===== config.mk =====
export PLATFORM = sky130hd
export DESIGN_NAME = wsts_alu
export DESIGN_NICKNAME = d
export VERILOG_FILES = /design/src/hw/rtl/wsts_pkg.sv /design/src/hw/rtl/wsts_alu.sv
export SDC_FILE = /design/constraint.sdc
export NUM_CORES = 2
export LEC_CHECK = 0
export ABC_AREA = 1
export BUFFER_PORTS_ARGS = -buffer_cell sky130_fd_sc_hd__buf_2
export CORE_ASPECT_RATIO = 0.5
export CORE_MARGIN = 10
export CORE_UTILIZATION = 30
export DETAILED_ROUTE_END_ITERATION = 12
export PLACE_DENSITY = 0.44
export SLEW_MARGIN = 15
export SYNTH_ARGS = -nofsm -noshare
export SYNTH_HDL_FRONTEND = slang
export SYNTH_SLANG_ARGS = --single-unit

===== constraint.sdc =====
create_clock -name vclk -period 17.99
set_input_delay 2.6985 -clock vclk [all_inputs]
set_output_delay 2.6985 -clock vclk [all_outputs]
set_load 0.01 [all_outputs]

===== src/hw/rtl/wsts_pkg.sv =====
`timescale 1ns / 1ps
// ============================================================================
// wsts_pkg: shared types and constants of the weighted sum-tree sampler
// Sizes of the node store, entry layout, codes of the sequencer and of the
// shared arithmetic unit.
// ============================================================================
package wsts_pkg;

   // Store sizing
   localparam int MAX_NODES   = 1024;
   localparam int WEIGHT_BITS = 32;
   localparam int INDEX_BITS  = $clog2(MAX_NODES);
   localparam int COUNT_BITS  = $clog2(MAX_NODES + 1);
   // Child indexes reach 2 * MAX_NODES
   localparam int CHILD_BITS  = $clog2(2 * MAX_NODES + 1);
   localparam int NUM_TREES   = 2;

   // Fixed field widths
   localparam int TOTAL_BITS  = 42;
   localparam int FRAC_BITS   = 32;
   localparam int MUL_BITS    = 32;
   localparam int LO_BITS     = MUL_BITS;
   localparam int STATUS_BITS = 2;

   // One tree's view of a node
   typedef struct packed {
      logic [WEIGHT_BITS-1:0] own;
      logic [TOTAL_BITS-1:0]  sub;
   } node_type;

   // Store entry: lane 0 source tree, lane 1 target tree
   typedef node_type [NUM_TREES-1:0] entry_type;

   localparam int ENTRY_BITS = $bits(entry_type);

   typedef logic [NUM_TREES-1:0][TOTAL_BITS-1:0]  lanes_type;
   typedef logic [NUM_TREES-1:0][WEIGHT_BITS-1:0] weights_type;

   // Request kinds
   typedef enum logic {
      REQ_WRITE  = 1'b0,
      REQ_SAMPLE = 1'b1
   } req_kind_type;

   // Response status codes
   typedef enum logic [STATUS_BITS-1:0] {
      STATUS_OK    = 2'd0,
      STATUS_RANGE = 2'd1,
      STATUS_EMPTY = 2'd2
   } status_type;

   // Shared unit operations
   typedef enum logic {
      ALU_ADD = 1'b0,
      ALU_SUB = 1'b1
   } alu_op_type;

   // Shared unit results
   typedef struct packed {
      lanes_type                 sum;
      logic [NUM_TREES-1:0]      borrow;
      logic [2*MUL_BITS-1:0]     product;
   } alu_res_type;

   // Sequencer states
   typedef enum logic [3:0] {
      S_IDLE,
      S_UP_READ,
      S_UP_LOAD,
      S_UP_ADD,
      S_MUL_LO,
      S_MUL_HI,
      S_CUT_SUM,
      S_DN_READ,
      S_DN_CLAMP,
      S_DN_OWN,
      S_DN_LEFT,
      S_DONE
   } state_type;

endpackage


===== src/hw/rtl/wsts_alu.sv =====
`timescale 1ns / 1ps
// ============================================================================
// wsts_alu: shared arithmetic unit of the sampler
// Two lanes of add or subtract with borrow out, plus one 32 x 32 multiplier.
// ============================================================================
module wsts_alu (
   input  wsts_pkg::alu_op_type          alu_op,
   input  wsts_pkg::lanes_type           alu_a,
   input  wsts_pkg::lanes_type           alu_b,
   input  logic [wsts_pkg::MUL_BITS-1:0] mul_a,
   input  logic [wsts_pkg::MUL_BITS-1:0] mul_b,
   output wsts_pkg::alu_res_type         alu_res
);

   logic [wsts_pkg::NUM_TREES-1:0][wsts_pkg::TOTAL_BITS:0] wide;

   // Add or subtract per lane; top bit is the borrow on subtract
   always_comb begin
      for (int i = 0; i < wsts_pkg::NUM_TREES; i++) begin
         if (alu_op == wsts_pkg::ALU_SUB) begin
            wide[i] = {1'b0, alu_a[i]} - {1'b0, alu_b[i]};
         end else begin
            wide[i] = {1'b0, alu_a[i]} + {1'b0, alu_b[i]};
         end
         alu_res.sum[i]    = wide[i][wsts_pkg::TOTAL_BITS-1:0];
         alu_res.borrow[i] = wide[i][wsts_pkg::TOTAL_BITS];
      end
      alu_res.product = (2 * wsts_pkg::MUL_BITS)'(mul_a) * (2 * wsts_pkg::MUL_BITS)'(mul_b);
   end

endmodule


# --- Word-level counts from Yosys, hierarchy flattened ---
# Cells that the tools add are included.
classes:
  mux: 2
  add_sub_neg: 4
  multipliers: 1
ops:
  columns: ["op", "count"]
  rows:
  - ["$add A42 B42 Y43", 2]
  - ["$mux W43", 2]
  - ["$sub A42 B42 Y43", 2]
  - ["$mul A32 B32 Y64", 1]
word_totals:
  register_bits: 0
  out_inout_bits: 150

# --- Depth between registers and ports, before layout ---
logic_depth:
  word_depth: 2
  ltp_mapped: 30
  depth_no_buf: 29

# --- Worst setup path before layout ---
# OpenSTA, ideal clock, no wires.
synth_timing:
  path_kind: "input port to output port"
  startpoint: "input mul_a[25] in the netlist's numbering"
  endpoint: "output alu_res[63] in the netlist's numbering"
  arrival_time_ns: 8.453
  stages: 26
  setup_slack_ns: 6.839
  path_cell_list: "clkbuf_1 -> nand2_1 -> fa_1 -> inv_1 -> fa_1 -> inv_1 -> fa_1 -> inv_1 -> fa_1 -> fa_1 -> fa_1 -> fa_1 -> inv_1 -> fa_1 -> inv_1 -> ha_1 -> nand2_1 -> nor2_1 -> inv_2 -> nor3_4 -> nand2_1 -> nor3_1 -> nand2_1 -> nand2_1 -> nand2_1 -> nand2_1"
synth_rtl:
  columns: ["element", "line", "text"]
  rows:
  - ["start, declared", "wsts_alu.sv:10", "input logic [wsts_pkg::MUL_BITS-1:0] mul_a,"]
  - ["end, declared", "wsts_alu.sv:12", "output wsts_pkg::alu_res_type alu_res"]

==> reports/results.tsv <==
metric	value	unit
Die H	292.6	um
Max-Cap Viols	0	
largest net degree at the start of global routing	67	
remaining antenna violation count	0	
Non-Filler Instances	8847	
post-synth top area share	40.33	%
Worst Setup Start Kind	input pin	
final period utilization	71.15	%
Unique masters post-synth	38	
first-pass GRT wire length	258.9	mm
hold_buf cts	0	
Hold/Removal Path Class	in2out	
IO buf count	383	
cell with the most instances after synthesis	nand2_1	
Cells after DPL	8842	
clkbuf count	0	
total track usage	20.11	%
nets	8355	
WHS Endpoint	alu_res[67]	
Synth area leader	fa_1	
drc violations	0	
Min Clock Period, post-route	12.80	ns
sequential fraction of the synthesis area	0	%
worst setup path category	in2out	
critical path data arrival time	10.10	ns
Slew @ Worst Pin	1.041	ns
routed vias	39422	
cts repair resizes	0	
Seq cells	0	
crit-path max FO	32	
Synth Net Count	8147	
Final Setup Violations	0	
main area contributors after synthesis	fa_1 (40%), nand2_1 (18%), inv_1 (17%)	
maximum clock rate	0.07813	GHz
drt first pass iters	5	
Post-synth top cells	nand2_1 (2160), inv_1 (1998), fa_1 (898)	
Initial Util	30.39	%
share of cells above drive strength 1	6.940	%
Mapped Area	44570	sq um
Die Width	565.1	um
grt ovf	0	
Hold Vio Cnt, Final	0	
Setup crit end kind	output pin	
status	complete, no violations	
area of the core	146700	sq um
setup bufs post-CTS	0	
Mapped Cells	6667	
Mean Syn Cell Area	6.686	sq um
initial antenna violation count	22	
worst path required time	15.29	ns
Layout area overhead	8.561	%
YS warnings	0	
Hold Path Depth	3	
Hold Crit Start	alu_a[1]	
routed len/inst	18.74	um
io pins	383	
die area	165300	sq um
Vias/cell	4.456	
RSZ-0062 raised after global routing	false	
Initial DRC Count	2661	
final WL	165.8	mm
GP Congestion	0.9246	
vias in the first global route	41399	
final total negative setup slack	0	ns
Slew Viols, Final	0	
Rows	99	
Register Area	0	sq um
Slew headroom	30.61	%
Post-DP HPWL	141.6	mm
## through the flow
step	instance area (sq um)	utilization (%)	hold WS, ns	setup slack, ns
after floorplan	44570	-	5.486	6.839
after global placement	48380	32.99	5.794	5.165
after detailed placement	48380	32.99	5.793	5.226
after CTS	48380	32.99	5.800	5.175
after global routing	48390	32.99	5.830	4.849
final	48390	32.99	5.797	5.190
## logic make-up (layout without fill, tap and decap cells)
logic type | count (synthesis) | in the layout | share of synthesized area, %
other | 0 | 5 | 0
AO/OA/AOI/OAI | 258 | 258 | 3.208
buffers and inverters | 2212 | 2418 | 18.65
AND/OR/NAND/NOR | 2800 | 2800 | 25.07
adder cells (fa/ha/maj) | 1247 | 1247 | 50.13
XOR/XNOR | 150 | 150 | 2.947
## cell usage in the layout (no fill, tap or decap), types with 22 or more instances in the layout
master and instances:
xor2_1 126, nand3_1 174, nor2_1 336, nand4_1 39, buf_2 383, ha_1 349
o21bai_1 22, inv_1 1997, nor3_1 25, fa_1 898, o21ai_0 56, a21oi_1 137
xnor2_1 24, buf_4 26, nand2_1 2160
## routing by layer
layer / wire length [um] / track usage, % / part of all wire [%] / vias to the layer above
met5: 211 / 0 / 0.13 / -
li1: - / - / - / 19227
met2: 74120 / 32.71 / 45 / 1035
met3: 11300 / 3.431 / 6.8 / 109
met1: 78480 / 28.99 / 47 / 19017
met4: 1688 / 1.676 / 1.0 / 34
## how the worst max path moves through the flow
stage,from,cells past startpoint,to
finish,mul_b[23],22,alu_res[32]
global route,mul_b[23],22,alu_res[32]
CTS,mul_b[23],22,alu_res[32]
detailed placement,mul_b[23],22,alu_res[32]
global placement,mul_b[23],22,alu_res[32]
floorplan,mul_a[25],26,alu_res[63]
## worst max-delay path: stages
cell and delay [ns]:
buf_2 0.67, nand2_1 0.18, fa_1 0.57, inv_1 0.05, fa_1 0.50, inv_1 0.06
fa_1 0.64, inv_1 0.08, fa_1 0.54, fa_1 0.44, fa_1 0.46, fa_1 0.58
fa_1 0.46, ha_1 0.44, nand2_1 0.20, nor2_1 0.25, nand2_1 0.14, o21bai_1 0.22
inv_1 0.06, nand2_1 0.17, xor2_1 0.41, buf_2 0.22
## final cells by class
| type | instances | area [sq um] |
|---|---|---|
| Multi-Input combinational cell | 4455 | 36260 |
| Fill cell | 16538 | 98270 |
| Inverter | 2009 | 7541 |
| Antenna cell | 5 | 12.51 |
| Tap cell | 1969 | 2464 |
| Timing Repair Buffer | 409 | 2112 |
Power is left out: the tool's default activity adds up to more than one toggle a clock period on the data nets, which glitch-free logic cannot reach.
