**src/hw/rtl/wsts_ram.sv**
```systemverilog
`timescale 1ns / 1ps
// ============================================================================
// wsts_ram: generic memory, one write port, two registered read ports
// Read data is registered and appears in the cycle after the address; no reset of the contents.
// ============================================================================
module wsts_ram #(
   parameter int WIDTH = 8,
   parameter int DEPTH = 16,
   localparam int ADDR_BITS = $clog2(DEPTH)
) (
   input  logic                 clock,
   input  logic                 wr_en,
   input  logic [ADDR_BITS-1:0] wr_addr,
   input  logic [WIDTH-1:0]     wr_data,
   input  logic [ADDR_BITS-1:0] rd_addr_a,
   input  logic [ADDR_BITS-1:0] rd_addr_b,
   output logic [WIDTH-1:0]     rd_data_a,
   output logic [WIDTH-1:0]     rd_data_b
);

   logic [WIDTH-1:0] mem_ff [DEPTH];
   logic [WIDTH-1:0] rd_a_ff;
   logic [WIDTH-1:0] rd_b_ff;

   // Write one entry, read two
   always_ff @(posedge clock) begin
      if (wr_en) begin
         mem_ff[wr_addr] <= wr_data;
      end
      rd_a_ff <= mem_ff[rd_addr_a];
      rd_b_ff <= mem_ff[rd_addr_b];
   end

   assign rd_data_a = rd_a_ff;
   assign rd_data_b = rd_b_ff;

endmodule

```
**config.mk**
```make
export PLATFORM = sky130hd
export DESIGN_NAME = wsts_ram
export DESIGN_NICKNAME = d
export VERILOG_FILES = /design/src/hw/rtl/wsts_ram.sv
export SDC_FILE = /design/constraint.sdc
export NUM_CORES = 1
export LEC_CHECK = 0
export BUFFER_PORTS_ARGS = -buffer_cell sky130_fd_sc_hd__buf_2
export CORE_MARGIN = 3
export CORE_UTILIZATION = 60
export CTS_CLUSTER_DIAMETER = 200
export DETAILED_ROUTE_END_ITERATION = 7
export MAX_ROUTING_LAYER = met4
export PLACE_DENSITY = 0.8
export SYNTH_ARGS = -nofsm -noshare
export SYNTH_HDL_FRONTEND = slang
export SYNTH_SLANG_ARGS = --single-unit
```
**constraint.sdc**
```tcl
create_clock -name clock -period 2.1 [get_ports clock]
set_input_delay 0 -clock clock [delete_from_list [all_inputs] [get_ports clock]]
set_output_delay 0 -clock clock [all_outputs]
set_load 0.05 [all_outputs]
```
# Word-level counts from Yosys, hierarchy flattened
# Memories as Yosys holds them, arrays and structs flattened. A register that Yosys moved wholly into a read port is not among the register bits.
# Cells that the tools add are included.
# totals
elab_cells	3
reg_bits	0
mem_count	1
in_bits	22
mem_bits_rw	128
output_inout_bits	16
# memory_table
memory	words	width	read_ports	rd_ports_with_merged_regs	wr	line	text
mem_ff	16	8	2	2	1	21	logic [WIDTH-1:0] mem_ff [DEPTH];
# op_classes
mux	2
# op_table
cell	count
$mux 1	2

# Longest topological paths before layout
# Gate-level depths: netlist of the first run.
# depth
word_depth	2
ltp_mapped	5
ltp_nobuf	3

# Worst setup path after synthesis of the first run
# Ideal clock, no wire load.
# synth_timing
path_type	input-to-reg
startpoint	input port wr_addr[2]
endpoint	memory mem_ff[0][0], enable pin
required_time_ns	1.717
arrival_time_ns	1.110
setup_time_ns	0.383
slack_ns	0.607
n_path_buf	0
path_stages	2
cell_sequence	or3b_2 nor3_1
# synth_rtl
item	line	text
start, declared	13	input logic [ADDR_BITS-1:0] wr_addr,
end, declared	21	
# No word-level cell before the write port.

==> reports/metrics.cfg, run 1 <==
[critical_path]
crit_type=flip-flop to flip-flop
cp-end-kind=flip-flop
worstPathArrival_ps=1850
worst_setup_path_start_kind=flip-flop
worst-endpoint-required_ps=2510
cp_max_fo=2

[pwr]
clockPowerShare_pct=42.9
p_leak_nw=2.60
p_int_mw=5.14
p_per_area_nw_per_um2=911
switching_share_pct=23.7
seqPwrFrac_pct=48.1
ir_worst_vdd_mv=1.04
power.switching_mw=1.59
power_frac_comb_pct=9.0

[timing]
fin_setup_tns_ps=0
rsz0062_at_grt=false
finalHoldViolations=0
slew_headroom_pct=38.6
clock_skew_ps=5.81
holdWs_ps=32.3
period_share_pct=68.9
fmax_mhz=692
min_period_ps=1450
finalSetupViolCount=0
tightestPinTransition_ps=917
slew_viol_final=0

[detailed_routing]
avgRoutedWirePerCell_um=26.7
drc_errors=0
vias=3515
viasPerCell=6.73
drtAntennaViolNets=0
dr.pass1.iters=5
drt_wl_total_um=13900
drt_iter0_drc=289

[global_routing]
antenna_found_initial=0
grt_pass1_vias=3653
track_usage_pct=26.7
grt_max_degree=33
overflow=0
grt_pass1_wl_um=21200

[synth]
synth_area_per_cell_sq_um=20.7
synth.most_common_cell=edfxtp_1
synth.distinct_cells=20
yosysSeqAreaShare_pct=65.6
synth_common_cells=128 x edfxtp_1, 34 x mux4_2, 32 x a22oi_1
ys.flop_type=edfxtp_1
ys_seq_elements=144
syn_area_sq_um=6350
synth_enable_flop_cells=128
synthCells=307
synth.area.top_cells=edfxtp_1 61%, mux4_2 12%, mux4_1 12%
synth_top_area_share_pct=60.6
synth_nets=329
synthArstFlopShare_pct=0
synth_top_area_cell=edfxtp_1
ys.warnings.count=0

[clock_network]
clock-sinks=144
tritoncts=yes
clock_latency_ps=520
ctsHoldBuffers=8
postCtsSetupBuffers=0
cts_max_level=4
cts_root_buf=clkbuf_8
ctsResizeCount=0
cts_buffers=17
cts_buffer_depth=2
clk_pin_slew_ps=60

[floorplanning]
die_h_um=109
fp.dieW_um=109
core.rowCount=36
io_pins=38
die_area_sq_um=11800
core-area_sq_um=10000
initial_core_util_pct=63.2

[place]
placed_cells=482
portBuffers=37
gp_congestion=0.819
dpl.hpwl_um=8980

[finish]
fin_util_pct=73.6
drive_above_1_share_pct=33.2
fin_cells=522
nets=398
syn_to_final_growth_pct=16.5
nFillCells=567
diodes=0

[outcome]
status=completed

[job]
drv_cap=0

[worst_hold_path]
min_path_type=input pin to flip-flop

## power by group through the flow
stage          clock [mW]  combinational, mW  sequential, mW
2_1_floorplan           0              0.290            3.42
3_3_place_gp            0              0.586            3.29
3_5_place_dp            0              0.595            3.30
4_1_cts              2.92              0.611            3.24
5_1_grt              3.05              0.644            3.25
6_report             2.89              0.609            3.24
## registers in the layout, summed over array words and instances, names as in the netlist
register	count
mem_ff	128
rd_data_a	8
rd_data_b	8
## critical path: stages (launching register included)
cell,delay [ps]
edfxtp_1,400
mux4_1,510
a22oi_1,340
nand2_1,90
## path summary, 6_finish.rpt
check / startpoint / endpoint / slack (ps) / cells past startpoint
worst min-delay path: wr_addr[0] / mem_ff[0][5] / 30 / 3
worst min register to register: mem_ff[14][3] / rd_data_b[3] / 700 / 3
worst max register to register: mem_ff[0][2] / rd_data_b[2] / 650 / 3
worst max-delay path: mem_ff[0][2] / rd_data_b[2] / 650 / 3
## cell type report
cell class              instances  area [sq um]  share of cell area, %
flip-flops and latches        144          4160                   56.3
multi-input cells             143          2010                   27.2
repair buffers                 70           478                   6.47
clock buffers                  17           414                   5.60
well taps                     133           166                   2.25
clock inverters                15           160                   2.17
## layout by cell type (no fill, tap or decap)
| cell type | instances |
|---|---|
| a22oi_1 | 32 |
| nor2_1 | 14 |
| nor3_1 | 4 |
| inv_6 | 3 |
| buf_12 | 2 |
| inv_8 | 1 |
| nand3_1 | 1 |
| clkinvlp_4 | 2 |
| bufinv_16 | 2 |
| mux4_4 | 2 |
| clkinv_1 | 2 |
| dlygate4sd3_1 | 8 |
| buf_2 | 37 |
| nand2_1 | 17 |
| clkbuf_16 | 16 |
| and2_1 | 2 |
| mux4_2 | 34 |
| clkinv_4 | 4 |
| clkbuf_8 | 1 |
| dfxtp_1 | 16 |
| buf_4 | 23 |
| nor2b_1 | 2 |
| nand2b_1 | 2 |
| nand3b_1 | 2 |
| or3b_2 | 1 |
| edfxtp_1 | 128 |
| mux4_1 | 28 |
| clkinv_2 | 1 |
| and2b_1 | 2 |
## metal layers
| layer | up-vias | routed length (um) | GRT usage, % |
|---|---|---|---|
| met1 | 1808 | 5300 | 34.7 |
| met3 | 18 | 1270 | 7.05 |
| met2 | 209 | 7150 | 41.9 |
| met5 | - | 0 | - |
| li1 | 1480 | - | - |
| met4 | 0 | 207 | 8.39 |
## through the flow
stage | setup WS, ps | instance area [sq um] | power, mW
final | 654 | 7390 | 6.74
after global routing | 595 | 7390 | 6.94
after CTS | 649 | 7390 | 6.77
after detailed placement | 470 | 6740 | 3.89
after global placement | 496 | 6740 | 3.88
after floorplan | 607 | 6350 | 3.71
## cell families after synthesis
kind of cell           count (synthesis)  share of synthesized area, %
muxes                                 64                          24.4
AOI/OAI and AO/OA                     32                          3.79
and+or+nand+nor                       47                          3.43
DFF                                  144                          65.6
buffers and inverters                 20                          2.72
(Power assumes the default switching activity.)
==> run 2, diff against run 1 <==
Settings changed: ABC_AREA set to 1, CORE_UTILIZATION 60 to 61, PLACE_DENSITY 0.8 to 0.81.
Clock period 2.1 ns to 1.4 ns, I/O delays scaled along.
==> reports/metrics.cfg, run 2 <==
[outcome]
status=completed

[timing]
slew_headroom_pct=54.5  ; +16 points
fin_setup_tns_ps=0  ; unchanged
finalHoldViolations=0  ; unchanged
clock_skew_ps=9.00  ; +3.19 ps
tightestPinTransition_ps=681  ; -236 ps
setup_ws_ps=295  ; -359 ps
rsz0062_at_grt=false
finalSetupViolCount=0  ; unchanged
slew_viol_final=0  ; unchanged
min_period_ps=1100
fmax_mhz=905
period_share_pct=78.9

[clock_network]
clock-sinks=144  ; unchanged
clock_latency_ps=430  ; -90 ps
cts_root_buf=clkbuf_16
cts_buffer_depth=2  ; unchanged
clk_pin_slew_ps=60  ; about the same
ctsResizeCount=0  ; unchanged
tritoncts=yes
cts_max_level=4  ; unchanged
postCtsSetupBuffers=0  ; unchanged
cts_buffers=17  ; unchanged

[critical_path]
r2r_setup_slack_ps=360  ; -290 ps
crit_chain=buf_2
cp_max_fo=1  ; -1
worst_setup_path_start_kind=flip-flop
worstPathArrival_ps=1100  ; -750 ps
worst-endpoint-required_ps=1400  ; -1110 ps
max_stage_delay_ps=390  ; -120 ps
worstRegToRegCells=6  ; +3
timing.rr.end=rd_data_b[5]
crit_path_start=rd_data_a[6]
cp-end-kind=output pin
cpMaxStageDelayCell=dfxtp_1
r2r_start=mem_ff[6][5]
cp.buffers_inverters=1  ; +1
crit_type=flip-flop to output pin
cpLargestDelayFamily=flip-flops

[worst_hold_path]
min_from=rd_addr_a[2]
min_path_cells=5  ; +2
min_path_type=input pin to flip-flop
holdPathEnd=rd_data_a[1]

[synth]
synth_common_cells=277 x nand2_1, 225 x nand3_1, 134 x inv_1
synth_enable_flop_cells=128  ; unchanged
ys_seq_elements=144  ; unchanged
synth_xor_area_share_pct=0  ; unchanged
synthCells=851  ; +180%
synthAdderAreaFrac_pct=0  ; unchanged
synth.area.top_cells=edfxtp_1 53%, nand3_1 16%, nand2_1 14%
syn_area_sq_um=7260  ; +14%
synth_nets=873  ; +170%
ys.flop_type=edfxtp_1
synth_top_area_cell=edfxtp_1
synth_top_family_by_area=simple AND/OR/NAND/NOR gates
synth_area_per_cell_sq_um=8.53  ; -59%
synthMuxAreaShare_pct=0  ; -24 points
synth-simple-area-share_pct=30.9  ; +27 points
yosysSeqAreaShare_pct=57.4  ; -8.3 points
synth.distinct_cells=13  ; -35%
synthArstFlopShare_pct=0  ; unchanged
ys.warnings.count=0  ; unchanged
synth.most_common_cell=nand2_1
synth_compound_area_share_pct=0  ; -3.8 points
synth_top_area_share_pct=52.9  ; -7.6 points

[finish]
regMostFlops=mem_ff
layout_common_cells=277 x nand2_1, 225 x nand3_1, 134 x inv_1
syn_to_final_growth_pct=13.8
drive_above_1_share_pct=11.1  ; -22 points
nets=925  ; +130%
fin_cells=1060  ; +100%
layout_commonest_cell=nand2_1
largest_reg_flops=128  ; unchanged

[global_routing]
grt_pass1_wl_um=29800  ; +40%
met3_usage_pct=6.95  ; -0.098 points
overflow=0  ; unchanged
grt_pass1_vias=5910  ; +62%
grt_max_degree=65  ; +97%
grt_use_met1_pct=39.6  ; +4.8 points
busiest_layer=met2
grtUsageMet2_pct=46.5  ; +4.6 points
track_usage_pct=31.1  ; +4.5 points
antenna_found_initial=1  ; +1

[floorplanning]
core-area_sq_um=11500  ; +15%
core.rowCount=39  ; +8.3%
die_h_um=115  ; +5.7%
io_pins=38  ; unchanged
fp.dieW_um=115  ; +5.7%
die_area_sq_um=13200  ; +12%
initial_core_util_pct=63.0  ; -0.14 points

[place]
gp_congestion=0.966  ; +18%
dpl.hpwl_um=12400  ; +38%
dp_worst_setup_slack_ps=163  ; -307 ps
portBuffers=37  ; unchanged
placed_cells=1016  ; +110%

[pwr]
p_leak_nw=3.81  ; +46%
p_per_area_nw_per_um2=1230  ; +35%
ir_worst_vdd_mv=1.20  ; +16%
total_power_mw=10.2  ; +51%

[detailed_routing]
avgRoutedWirePerCell_um=18.0  ; -32%
drtAntennaViolNets=0  ; unchanged
vias=6196  ; +76%
drt_iter0_drc=827  ; +190%
viasPerCell=5.85  ; -13%
drt_wl_total_um=19100  ; +37%
drc_errors=0  ; unchanged
dr.pass1.iters=6  ; +1

[job]
drv_cap=0  ; unchanged

## run 2: worst reg2reg max path: cells and delay by family (launching register included)
| kind | cells | cell delay (ps) |
|---|---|---|
| buffers and inverters | 1 | 90 |
| DFF | 1 | 370 |
| and+or+nand+nor | 5 | 470 |
## run 2: area by class of cell
type / instances / area (sq um)
Inverter: 138 / 518
Fill cell: 857 / 3250
Antenna cell: 1 / 2.50
Tap cell: 143 / 179
Sequential cell: 144 / 4160
Clock inverter: 6 / 30.0
Timing Repair Buffer: 81 / 606
Multi-Input combinational cell: 521 / 2240
Clock buffer: 26 / 520
## run 2: per-stage QoR
| step | hold slack, ps | cell area (sq um) | util, % |
|---|---|---|---|
| after floorplan | 98.9 | 7260 | - |
| after global placement | 372 | 7600 | 66.0 |
| after detailed placement | 373 | 7600 | 66.0 |
| after CTS | 10.2 | 8260 | 71.7 |
| after global routing | 72.6 | 8260 | 71.8 |
| final | 22.1 | 8260 | 71.8 |
## run 2: what timing repair did
action	CTS	global route
endpoints found under the hold margin	144	0
endpoints found under the setup margin	0	0
hold buffers	11	0
## run 2: worst max-delay path by stage
stage                    end  slack (ps)  cells after the start
2_1_floorplan  mem_ff[10][0]         450                      2
3_3_place_gp    rd_data_b[6]         200                      6
3_5_place_dp    rd_data_b[6]         160                      6
4_1_cts         rd_data_a[6]         290                      1
5_1_grt         rd_data_a[6]         240                      1
6_report        rd_data_a[6]         300                      1
## run 2: power by group
group,internal [mW],total (mW),switching (mW)
sequential,4.81,4.85,0.0374
combinational,0.337,1.18,0.847
clock,2.54,4.13,1.60
total,7.68,10.2,2.48
## run 2: cells by family after synthesis
group | after synthesis
and+or+nand+nor | 521
DFF | 144
buffers and inverters | 186
## run 2: routing by layer
metal	wire, um	vias up	part of all wire [%]
met2	8770	459	46
li1	-	2854	-
met4	849	0	4.4
met5	0	-	0
met3	2330	77	12
met1	7170	2806	38
==> run 3, diff against run 2 <==
Clock period 1.4 ns to 1.1 ns, I/O delays scaled along.
==> reports/metrics.cfg, run 3 (same netlist as run 2, synthesis figures left out) <==
[outcome]
status=complete, but fails checks
violations=DRC

[critical_path]
cpMaxStageDelayCell=dlygate4sd3_1
worst_setup_path_start_kind=input pin
cp.buffers_inverters=3  ; +2
cpLargestDelayFamily=buffers and inverters
r2r_setup_slack_ps=60  ; -300 ps
crit_type=input pin to flip-flop
crit_chain=dlygate4sd3_1 -> buf_2 -> buf_4 -> nand3_1 -> nand3_2 -> nand2_1
cp_max_fo=11  ; +10
cp-end-kind=flip-flop
worst-endpoint-required_ps=1400  ; about the same
max_stage_delay_ps=520  ; +130 ps
worstPathArrival_ps=1360  ; +260 ps

[clock_network]
clock_latency_ps=420  ; about the same
clock-sinks=144  ; unchanged
cts_buffer_depth=2  ; unchanged
tritoncts=yes
cts_max_level=4  ; unchanged
cts_buffers=17  ; unchanged
cts_root_buf=clkbuf_16
clk_pin_slew_ps=60  ; about the same

[worst_hold_path]
min_path_type=input pin to flip-flop

[detailed_routing]
vias=6347  ; +2.4%
drt_iter0_drc=914  ; +11%
drtAntennaViolNets=0  ; unchanged
drc_errors=5  ; +5
viasPerCell=5.93  ; +1.5%
dr.pass1.iters=8  ; +2
avgRoutedWirePerCell_um=18.8  ; +4.0%
drt_wl_total_um=20100  ; +5.0%

[place]
portBuffers=37  ; unchanged
dpl.hpwl_um=12900  ; +4.6%
dp_worst_setup_slack_ps=48.4  ; -115 ps
gp_congestion=0.905  ; -6.3%
placed_cells=1026  ; +0.98%

[floorplanning]
initial_core_util_pct=63.0  ; unchanged
fp.dieW_um=115  ; unchanged
io_pins=38  ; unchanged
die_h_um=115  ; unchanged
core-area_sq_um=11500  ; unchanged
core.rowCount=39  ; unchanged
die_area_sq_um=13200  ; unchanged

[timing]
min_period_ps=1060
tightestPinTransition_ps=446  ; -235 ps
period_share_pct=96.1
fin_setup_tns_ps=0  ; unchanged
clock_skew_ps=8.14  ; -0.862 ps
slew_headroom_pct=70.2  ; +16 points
setup_ws_ps=43.4  ; -252 ps
finalHoldViolations=0  ; unchanged
fmax_mhz=946
finalSetupViolCount=0  ; unchanged
slew_viol_final=0  ; unchanged

[pwr]
ir_worst_vdd_mv=1.13  ; -5.7%
p_leak_nw=3.86  ; +1.5%
p_per_area_nw_per_um2=1540  ; +25%

[finish]
layout_common_cells=277 x nand2_1, 223 x nand3_1, 133 x inv_1
regArea_sq_um=4160  ; unchanged
syn_to_final_growth_pct=16.1
layout_commonest_cell=nand2_1
diodes=0  ; -1
multi_input_area_sq_um=2250  ; +0.45%
largest_reg_flops=128  ; unchanged
nets=936  ; +1.2%
regMostFlops=mem_ff
nFillCells=816  ; -4.8%
fin_cells=1070  ; +0.94%
drive_above_1_share_pct=12.2  ; +1.1 points

[job]
drv_cap=0  ; unchanged

[global_routing]
grt_pass1_vias=6068  ; +2.7%
antenna_found_initial=0  ; -1
track_usage_pct=32.8  ; +1.7 points
grt_pass1_wl_um=31400  ; +5.2%
grt_max_degree=65  ; unchanged
overflow=0  ; unchanged

==> run 3: cell types whose count changed in the layout (fill, tap and decap cells not counted), moves of 2 or more <==
cell,change
buf_12,+7
buf_4,+4
clkbuf_8,-4
clkinvlp_4,+4
clkinv_1,+3
clkinv_2,-3
buf_2,-2
nand3_1,-2
nand3_2,+2
==> run 3: routing by layer <==
layer | wire length [um] | up-vias | GRT usage, % | part of all wire [%]
met5 | 0 | - | - | 0
met4 | 887 | 0 | 17.5 | 4.4
met3 | 2370 | 87 | 8.16 | 12
met2 | 9180 | 483 | 48.1 | 46
met1 | 7620 | 2906 | 42.2 | 38
li1 | - | 2871 | - | -
==> run 3: where the power goes <==
part	internal, mW	switching, mW	leakage, nW	total, mW
sequential	6.12	0.0510	1.29	6.17
clock	3.06	2.11	0.248	5.17
combinational	0.495	1.11	2.33	1.61
==> run 3: path summary, 6_finish.rpt <==
kind	from	to	depth (start not counted)
worst max-delay path	rd_addr_b[2]	rd_data_b[7]	6
worst min-delay path	rd_addr_a[1]	rd_data_a[7]	5
worst max register to register	mem_ff[7][7]	rd_data_b[7]	6
worst min register to register	mem_ff[2][2]	rd_data_a[2]	6
==> run 3: timing repair <==
item                                   4_1_cts  5_1_grt
setup endpoints to repair                    1        3
buffers inserted                             0        0
pin swaps                                    0        0
resized for setup                            1        4
hold buffers                                12        0
endpoints found under the hold margin      136        0
==> run 3: worst register-to-register path, stage by stage (launching register included) <==
cell	delay, ps
edfxtp_1	400
inv_2	80
nand2_1	40
nand3_1	80
nand3_1	100
nand3_2	120
nand2_1	90
==> run 3: through the flow <==
stage          cell area [sq um]  power [mW]  hold slack (ps)  utilization (%)
3_3_place_gp                7760        7.77              378             67.4
4_1_cts                     8420        13.0             76.6             73.1
6_report                    8430        13.0              105             73.2
5_1_grt                     8430        13.4              115             73.2
3_5_place_dp                7760        7.81              386             67.4
2_1_floorplan               7260        7.28             98.9                -
==> run 3: final cells by class <==
class	count	share of cell area [%]
sequential	144	49.4
multi-input combinational	521	26.7
timing repair buffer	92	9.29
inverter	138	6.14
clock buffer	20	5.18
tap	143	2.12
clock inverter	12	1.13
